**src/mpk_pkg.sv**
```systemverilog
// ----------------------------------------------------------------------------
// mpk_pkg
// Types and constants shared by the k-transaction profit tracker.
// ----------------------------------------------------------------------------
package mpk_pkg;

  localparam int PRICE_W  = 16;
  localparam int PROFIT_W = 32;
  localparam int HOLD_W   = 34;
  localparam int SUM_W    = 35;
  localparam int CFG_W    = 5;

  localparam logic [CFG_W-1:0]           TRANS_RST  = 5'd2;
  localparam logic signed [HOLD_W-1:0]   HOLD_MIN   = {1'b1, {(HOLD_W-1){1'b0}}};
  localparam logic signed [SUM_W-1:0]    PROFIT_MAX = {{(SUM_W-PROFIT_W){1'b0}},
                                                       {PROFIT_W{1'b1}}};

  typedef struct packed {
    logic [PRICE_W-1:0] price;
    logic               last_day;
  } in_beat_t;

  typedef struct packed {
    logic [PROFIT_W-1:0] best_profit;
    logic                is_final;
  } out_beat_t;

  // per-beat control broadcast along the cell row
  typedef struct packed {
    logic en;
    logic clr;
  } cell_ctl_t;

endpackage

```
**src/mpk_cell.sv**
```systemverilog
// ----------------------------------------------------------------------------
// mpk_cell
// One transaction lane: flat profit and holding balance for one count.
// ----------------------------------------------------------------------------
module mpk_cell (
  input  logic                                clk,
  input  logic                                rst_n,
  input  mpk_pkg::cell_ctl_t                  ctl,
  input  logic [mpk_pkg::PRICE_W-1:0]         price,
  input  logic [mpk_pkg::PROFIT_W-1:0]        below,
  output logic [mpk_pkg::PROFIT_W-1:0]        profit_o,
  output logic [mpk_pkg::PROFIT_W-1:0]        profit_nxt_o
);

  logic [mpk_pkg::PROFIT_W-1:0]       profit_r, profit_nxt;
  logic signed [mpk_pkg::HOLD_W-1:0]  hold_r, hold_nxt;
  logic signed [mpk_pkg::SUM_W-1:0]   sell, sell_clip, buy, price_s, profit_s, hold_s;
  logic [mpk_pkg::PROFIT_W-1:0]       profit_upd;
  logic signed [mpk_pkg::HOLD_W-1:0]  hold_upd;

  always_comb begin
    price_s  = $signed({{(mpk_pkg::SUM_W-mpk_pkg::PRICE_W){1'b0}}, price});
    profit_s = $signed({{(mpk_pkg::SUM_W-mpk_pkg::PROFIT_W){1'b0}}, profit_r});
    hold_s   = $signed({hold_r[mpk_pkg::HOLD_W-1], hold_r});
    sell     = hold_s + price_s;
    sell_clip = (sell > mpk_pkg::PROFIT_MAX) ? mpk_pkg::PROFIT_MAX : sell;
    // neighbour's profit is still the value from before this price
    buy      = $signed({{(mpk_pkg::SUM_W-mpk_pkg::PROFIT_W){1'b0}}, below}) - price_s;

    profit_upd = (sell_clip > profit_s) ? sell_clip[mpk_pkg::PROFIT_W-1:0] : profit_r;
    hold_upd   = (buy > hold_s) ? buy[mpk_pkg::HOLD_W-1:0] : hold_r;

    profit_nxt_o = profit_upd;
    profit_nxt   = profit_r;
    hold_nxt     = hold_r;
    if (ctl.en) begin
      if (ctl.clr) begin
        profit_nxt = '0;
        hold_nxt   = mpk_pkg::HOLD_MIN;
      end else begin
        profit_nxt = profit_upd;
        hold_nxt   = hold_upd;
      end
    end
  end

  always_ff @(posedge clk) begin
    if (!rst_n) begin
      profit_r <= '0;
      hold_r   <= mpk_pkg::HOLD_MIN;
    end else begin
      profit_r <= profit_nxt;
      hold_r   <= hold_nxt;
    end
  end

  assign profit_o = profit_r;

endmodule

```
**config.mk**
```make
export PLATFORM = sky130hd
export DESIGN_NAME = mpk_cell
export DESIGN_NICKNAME = d
export VERILOG_FILES = /design/src/mpk_pkg.sv /design/src/mpk_cell.sv
export SDC_FILE = /design/constraint.sdc
export NUM_CORES = 1
export LEC_CHECK = 0
export BUFFER_PORTS_ARGS = -buffer_cell sky130_fd_sc_hd__buf_2
export CAP_MARGIN = 20
export CORE_MARGIN = 2
export CORE_UTILIZATION = 50
export CTS_CLUSTER_SIZE = 16
export DETAILED_ROUTE_END_ITERATION = 7
export PLACE_DENSITY_LB_ADDON = 0.08
export SLEW_MARGIN = 0
export SYNTH_ARGS = -nofsm -noshare
export SYNTH_HDL_FRONTEND = slang
export SYNTH_SLANG_ARGS = --single-unit
```
**constraint.sdc**
```tcl
create_clock -name clk -period 6.3 [get_ports clk]
set_clock_uncertainty 0.05 [all_clocks]
set_input_delay 1.26 -clock clk [delete_from_list [all_inputs] [get_ports clk]]
set_output_delay 1.26 -clock clk [all_outputs]
set_load 0.02 [all_outputs]
```
==> results.cfg, run 1 <==
[run_status]
status = complete, but fails checks
violations = negative setup slack

[pwr]
ir_worst_vdd_mv = 0.135
p_switching_w = 0.000620
p_leak_nw = 4.74
power.density_nw_per_um2 = 162
switching_share_pct = 36.4
internal_power_w = 0.00108
power_frac_comb_pct = 47.6
pwr-share-clk_pct = 26.2
p_seq_share_pct = 26.2

[clock_tree]
clockBufferDepth = 2
cts_hold_buffers = 0
cts-root-buf = clkbuf_16
cts_htree_levels = 3
path_clk_slew_ns = 0.05
cts_tree = built
clk_latency_ns = 0.34
numClockSinks = 66
cts_buffers = 9

[logic_synthesis]
ys_ff_latch = 66
ys.flop_type = dfxtp_1
synth_edf_count = 0
yosysWarnings = 0
synth_area_um2 = 6640
postSynth.asyncResetShare_pct = 0
syn-instance-count = 836
yosysTopAreaCell = dfxtp_1
netlist_top_cells_area = dfxtp_1, ha_1, a22o_1
yosysUniqueCellTypes = 75
syn_area_per_cell_um2 = 7.94
seq_area_frac_synth_pct = 19.9
synth_fp_nets = 988
synth_top_area_share_pct = 19.9

[floorplanning]
row_count = 42
die_w_um = 119
initial_core_util_pct = 50.7
die_h_um = 119
io_pins = 116
die_area_um2 = 14200
core_area_um2 = 13100

[global_route]
grt_max_degree = 35
grt_pass1_wl_um = 38800
first_global_vias = 7822
antenna_found_initial = 0
grt_usage_pct = 33.7
overflow = 0

[sta]
finalHoldViolations = 0
fin_crit_sh_pct = 116
timing_worst_slew_pin_value_ns = 0.496
setup_viol = 33
setup_ws_ns = -0.993
max-slew-margin-rel_pct = 66.7
rsz0062_at_grt = true
period_needed_ns = 7.29
drv_slew = 0
fmax_ghz = 0.137

[job]
cap_violations = 0

[route]
via_per_inst = 5.97
wl_um = 25500
dr.pass1.iters = 5
drt_iter0_drc = 678
drt-wirelength-per-cell_um = 19.3
ant_nets = 0
vias = 7874
drc = 0

[critical_path]
critPathArrivalTime_ns = 5.98
critPathKind = input port to output port
worstPathMaxFanout = 7
ff2ff_setup_slack_ns = -0.31
critPathLaunchType = input port
r2r-end = profit_o[26]$_SDFFE_PN0P_
cp-end-kind = output port
r2r_cells = 43
crit_required_ns = 4.99
r2r-start = hold_r[0]$_SDFFE_PN0P_

[placed_design]
placed_area_um2 = 9020
gp_congestion = 0.947
io_buffers = 115
hpwl_um = 16800
place_inst = 1240

[min_path]
min_to = hold_r[26]$_SDFFE_PN0P_
min_path_cells = 1
min_path_type = flip-flop to flip-flop
worstHoldStart = hold_r[26]$_SDFFE_PN0P_

[layout]
drive_gt1_share_pct = 41.1
layout.cells.non_filler = 1319
final_net_count = 1294
finalInstanceArea_um2 = 10500
area_growth_pct = 58.2
fillers = 806
diodes = 0
## sequential cells by signal, summed over array words and instances, names as in the netlist
signal and flops:
profit_o 32, hold_r 34
## cells by family (layout without fill, tap and decap cells)
group,Yosys count,after routing,share of synthesized area [%]
xor+xnor,58,58,7.65
simple gates,224,224,17.3
fa+ha+maj,100,100,19.1
flops,66,66,19.9
mux,2,2,0.339
buf+inv,128,432,7.65
compound gates,258,261,28.1
## per-layer routing
metal  routed length, um  GRT usage, %  vias to the layer above  share of wire [%]
met1               10400          41.3                     3752                 41
met3                1600          3.98                       79                6.3
met4                 905          13.9                        0                3.6
met5                   0             0                        -                  0
li1                    -             -                     3677                  -
met2               12600          59.7                      366                 49
## cell usage in the layout, fill, tap and decap left out, types with 5 or more instances in the layout
| cell | Yosys | layout |
|---|---|---|
| o21ai_0 | 29 | 23 |
| ha_1 | 98 | 87 |
| dfxtp_1 | 66 | 66 |
| o21a_1 | 10 | 8 |
| nor2_1 | 71 | 36 |
| buf_4 | 1 | 182 |
| a31oi_4 | 0 | 21 |
| a21o_1 | 25 | 25 |
| a21oi_4 | 0 | 9 |
| a211oi_1 | 7 | 5 |
| a22o_1 | 53 | 53 |
| nand4_1 | 23 | 23 |
| buf_12 | 0 | 9 |
| xnor2_1 | 36 | 35 |
| inv_1 | 97 | 96 |
| nand2_1 | 44 | 43 |
| o2bb2ai_1 | 10 | 10 |
| nor2_4 | 1 | 19 |
| buf_6 | 2 | 41 |
| a21oi_1 | 53 | 44 |
| nor2_2 | 0 | 17 |
| clkbuf_16 | 0 | 10 |
| nand2_2 | 11 | 9 |
| nand3_1 | 13 | 13 |
| xor2_1 | 22 | 22 |
| ha_4 | 0 | 10 |
| or3_1 | 7 | 7 |
| buf_2 | 7 | 83 |
| o211ai_1 | 7 | 7 |
| nor3_1 | 12 | 12 |
| a31oi_1 | 26 | 5 |
## worst max path at each step
| stage | to | startpoint |
|---|---|---|
| 2_1_floorplan | profit_nxt_o[25] | price[0] |
| 3_3_place_gp | profit_nxt_o[3] | price[0] |
| 3_5_place_dp | profit_nxt_o[4] | price[0] |
| 4_1_cts | profit_nxt_o[4] | price[0] |
| 5_1_grt | profit_nxt_o[4] | price[0] |
| 6_report | profit_nxt_o[4] | price[0] |
## cell type report
cell class	instances	area (um2)	area share, %
Clock buffer	11	243	2.31
Clock inverter	1	5.00	0.0477
Inverter	99	372	3.54
Multi-Input combinational cell	645	5780	55.0
Sequential cell	66	1320	12.6
Tap cell	176	220	2.10
Timing Repair Buffer	321	2560	24.4
## worst max-delay path, cell delays in order
cell and delay, ns:
buf_8 0.08, ha_4 0.13, inv_2 0.04, fa_2 0.35
nand2b_4 0.15, a21o_1 0.20, a21bo_4 0.25, a311oi_4 0.35
nand4_1 0.17, buf_6 0.17, buf_4 0.13, o211ai_2 0.16
nand2_2 0.15, ha_1 0.35, o211a_1 0.17, o21ai_0 0.15
or4b_4 0.55, a31oi_4 0.19, a31oi_4 0.13, o21a_4 0.23
buf_12 0.16, buf_16 0.14, a31oi_4 0.17, buf_6 0.14
## synth_stat cells (all sizes together), types with 8 or more instances
cell / number
a31oi: 28
nor2: 72
o21ai: 32
ha: 98
nand4: 24
a21o: 25
xnor2: 36
buf: 14
o21a: 10
clkbuf: 15
a22o: 53
dfxtp: 66
nand2: 55
nor4: 8
xor2: 22
nor3: 13
a21oi: 53
or3: 8
nand3: 13
o211ai: 9
o2bb2ai: 10
inv: 98
## stage by stage
stage          hold slack [ns]  util [%]  TNS [ns]  total power [W]  worst slack (ns)
2_1_floorplan            0.414         -     -4.60         0.000872            -0.160
3_3_place_gp             0.427      68.9    -23.13          0.00109            -0.765
3_5_place_dp             0.435      68.9    -27.68          0.00112            -0.915
4_1_cts                  0.446      78.2    -17.51          0.00165            -0.593
5_1_grt                  0.482      80.3    -33.77          0.00178             -1.06
6_report                 0.445      80.3    -30.18          0.00170            -0.993
## what timing repair did
item	4_1_cts	5_1_grt
resized for setup	121	32
endpoints found under the setup margin	32	33
pin swaps	21	10
setup buffers	49	13
cloned	5	2
## power groups by stage
stage / clock network (W) / logic, W / registers (W)
after floorplan: 0 / 0.000420 / 0.000451
after global placement: 0 / 0.000636 / 0.000453
after CTS: 0.000447 / 0.000755 / 0.000446
final: 0.000446 / 0.000811 / 0.000447
after detailed placement: 0 / 0.000663 / 0.000454
after global routing: 0.000466 / 0.000868 / 0.000448
Power figures use the tool's default switching activity.
==> run 2: changes to the inputs <==
==> constraint.sdc (replaced) <==
create_clock -name clk -period 6.3 [get_ports clk]
set_clock_uncertainty 0.05 [all_clocks]
set_input_delay 0.315 -clock clk [delete_from_list [all_inputs] [get_ports clk]]
set_output_delay 0.315 -clock clk [all_outputs]
set_load 0.02 [all_outputs]
==> run 2 against run 1 <==
  * The flow now finishes without violations
  * Final cell count is 15% lower
  * Worst hold slack worse by 0.19 ns
  * Critical path depth decreased by 4
  * Sequential cell count is the same
  * Sequential power hardly changed
==> results.cfg, run 2 (synthesis gave the netlist of run 1 again) <==
[pwr]
power.density_nw_per_um2 = 193
p_leak_nw = 3.52
ir_worst_vdd_mv = 0.129

[critical_path]
cp-end-kind = output port
max_stage_delay_ns = 0.46
path_buf_inv = 4
cp.depth = 20
critPathKind = flip-flop to output port
critPathLaunchType = flip-flop
critPathArrivalTime_ns = 5.71
crit_family = compound AO/OA/AOI/OAI gates
cp_slowest_cell = a211oi_1
crit_required_ns = 5.93
r2r_cells = 19
worstPathMaxFanout = 50
cp_cell_sequence = ha_1, inv_1, fa_1, nand2b_1, a21o_1, a21bo_2, a311oi_2, nand4_1, o211ai_2, buf_6, nand2_1, ha_1, nand4_1, a211oi_1, o41ai_1, a31oi_1, o21a_2, buf_12, mux2_2, buf_2

[sta]
setup_viol = 0
max-slew-margin-rel_pct = 40.2
fmax_ghz = 0.165
timing_worst_slew_pin_value_ns = 0.897
fin_crit_sh_pct = 96.4
rsz0062_at_grt = false
period_needed_ns = 6.07
finalHoldViolations = 0
fin_tns_setup_ns = 0
drv_slew = 0

[floorplanning]
initial_core_util_pct = 50.7
core_area_um2 = 13100
row_count = 42
io_pins = 116
die_area_um2 = 14200
die_h_um = 119
die_w_um = 119

[min_path]
min_path_cells = 2
min_path_type = input port to flip-flop

[route]
drc = 0
maxUsedRoutingLayer = met4
dr.pass1.iters = 5
drt_iter0_drc = 540
wl_um = 18300
vias = 6493
drt-wirelength-per-cell_um = 16.4
ant_nets = 0
met3_length_um = 1110
via_per_inst = 5.80
met1Wirelength_um = 8610
wl_met2_um = 8210

[global_route]
grt_usage_pct = 25.6
grt_max_degree = 51
grt_pass1_wl_um = 29800
antenna_found_initial = 0
overflow = 0
first_global_vias = 6153

[layout]
layout.cells.non_filler = 1119
area_growth_pct = 15.5
final_common_cell = buf_2
drive_gt1_share_pct = 18.5
largest_register_ffs = 34
final_net_count = 1091
diodes = 0
mostFrequentLayoutCells = buf_2, ha_1, inv_1
top_register = hold_r

[clock_tree]
cts_tree = built
numClockSinks = 66
path_clk_slew_ns = 0.05
cts_setup_buffers = 0
cts_htree_levels = 3
cts-root-buf = clkbuf_16
cts_buffers = 9
cts_hold_buffers = 0
clockBufferDepth = 2
post_cts_resized = 0
clk_latency_ns = 0.33

[placed_design]
gp_congestion = 0.909
io_buffers = 115
hpwl_um = 14800
place_inst = 1104

[job]
cap_violations = 0

[run_status]
status = completed
-- run 2: changes by cell type in the layout (fill, tap and decap cells not counted), moves of 10 or more --
cell | previous run | this run
ha_1 | 87 | 98
nor2_4 | 19 | 1
buf_2 | 83 | 115
ha_4 | 10 | 0
buf_4 | 182 | 4
buf_6 | 41 | 1
a31oi_1 | 5 | 26
a31oi_4 | 21 | 0
nor2_1 | 36 | 71
nor2_2 | 17 | 0
-- run 2: area by class of cell --
class	instances	area [um2]
inverters	99	372
clock inverters	2	35.0
flip-flops and latches	66	1320
multi-input cells	642	4810
well taps	176	220
fillers	1212	5420
repair buffers	121	637
clock buffers	13	270
-- run 2: worst paths after layout --
kind / startpoint / endpoint / slack (ns)
max: hold_r[0]$_SDFFE_PN0P_ / profit_nxt_o[18] / 0.23
min: rst_n / profit_o[2]$_SDFFE_PN0P_ / 0.26
max reg2reg: hold_r[0]$_SDFFE_PN0P_ / profit_o[29]$_SDFFE_PN0P_ / 0.52
min reg2reg: hold_r[0]$_SDFFE_PN0P_ / hold_r[0]$_SDFFE_PN0P_ / 0.45
-- run 2: per-layer routing --
layer,vias up,track usage (%)
met5,-,0
met4,0,7.07
met3,23,4.12
met2,211,41.5
met1,3005,35.2
li1,3254,-
-- run 2: per-stage QoR --
stage	hold slack (ns)	instance area (um2)	power, W	worst slack (ns)	util [%]
floorplan	0.407	6640	0.000817	1.17	-
global placement	0.428	7350	0.000942	0.649	56.2
detailed placement	0.442	7350	0.000961	0.458	56.2
CTS	0.249	7660	0.00148	0.210	58.5
global route	0.275	7660	0.00157	0.0118	58.6
finish	0.258	7660	0.00148	0.228	58.6
-- run 2: power breakdown --
part	total, W	internal, W	switching (W)	leakage, nW
Sequential	0.000445	0.000431	0.0000138	0.535
Clock	0.000521	0.000336	0.000185	0.152
Combinational	0.000514	0.000208	0.000307	2.83
Total	0.00148	0.000974	0.000505	3.52
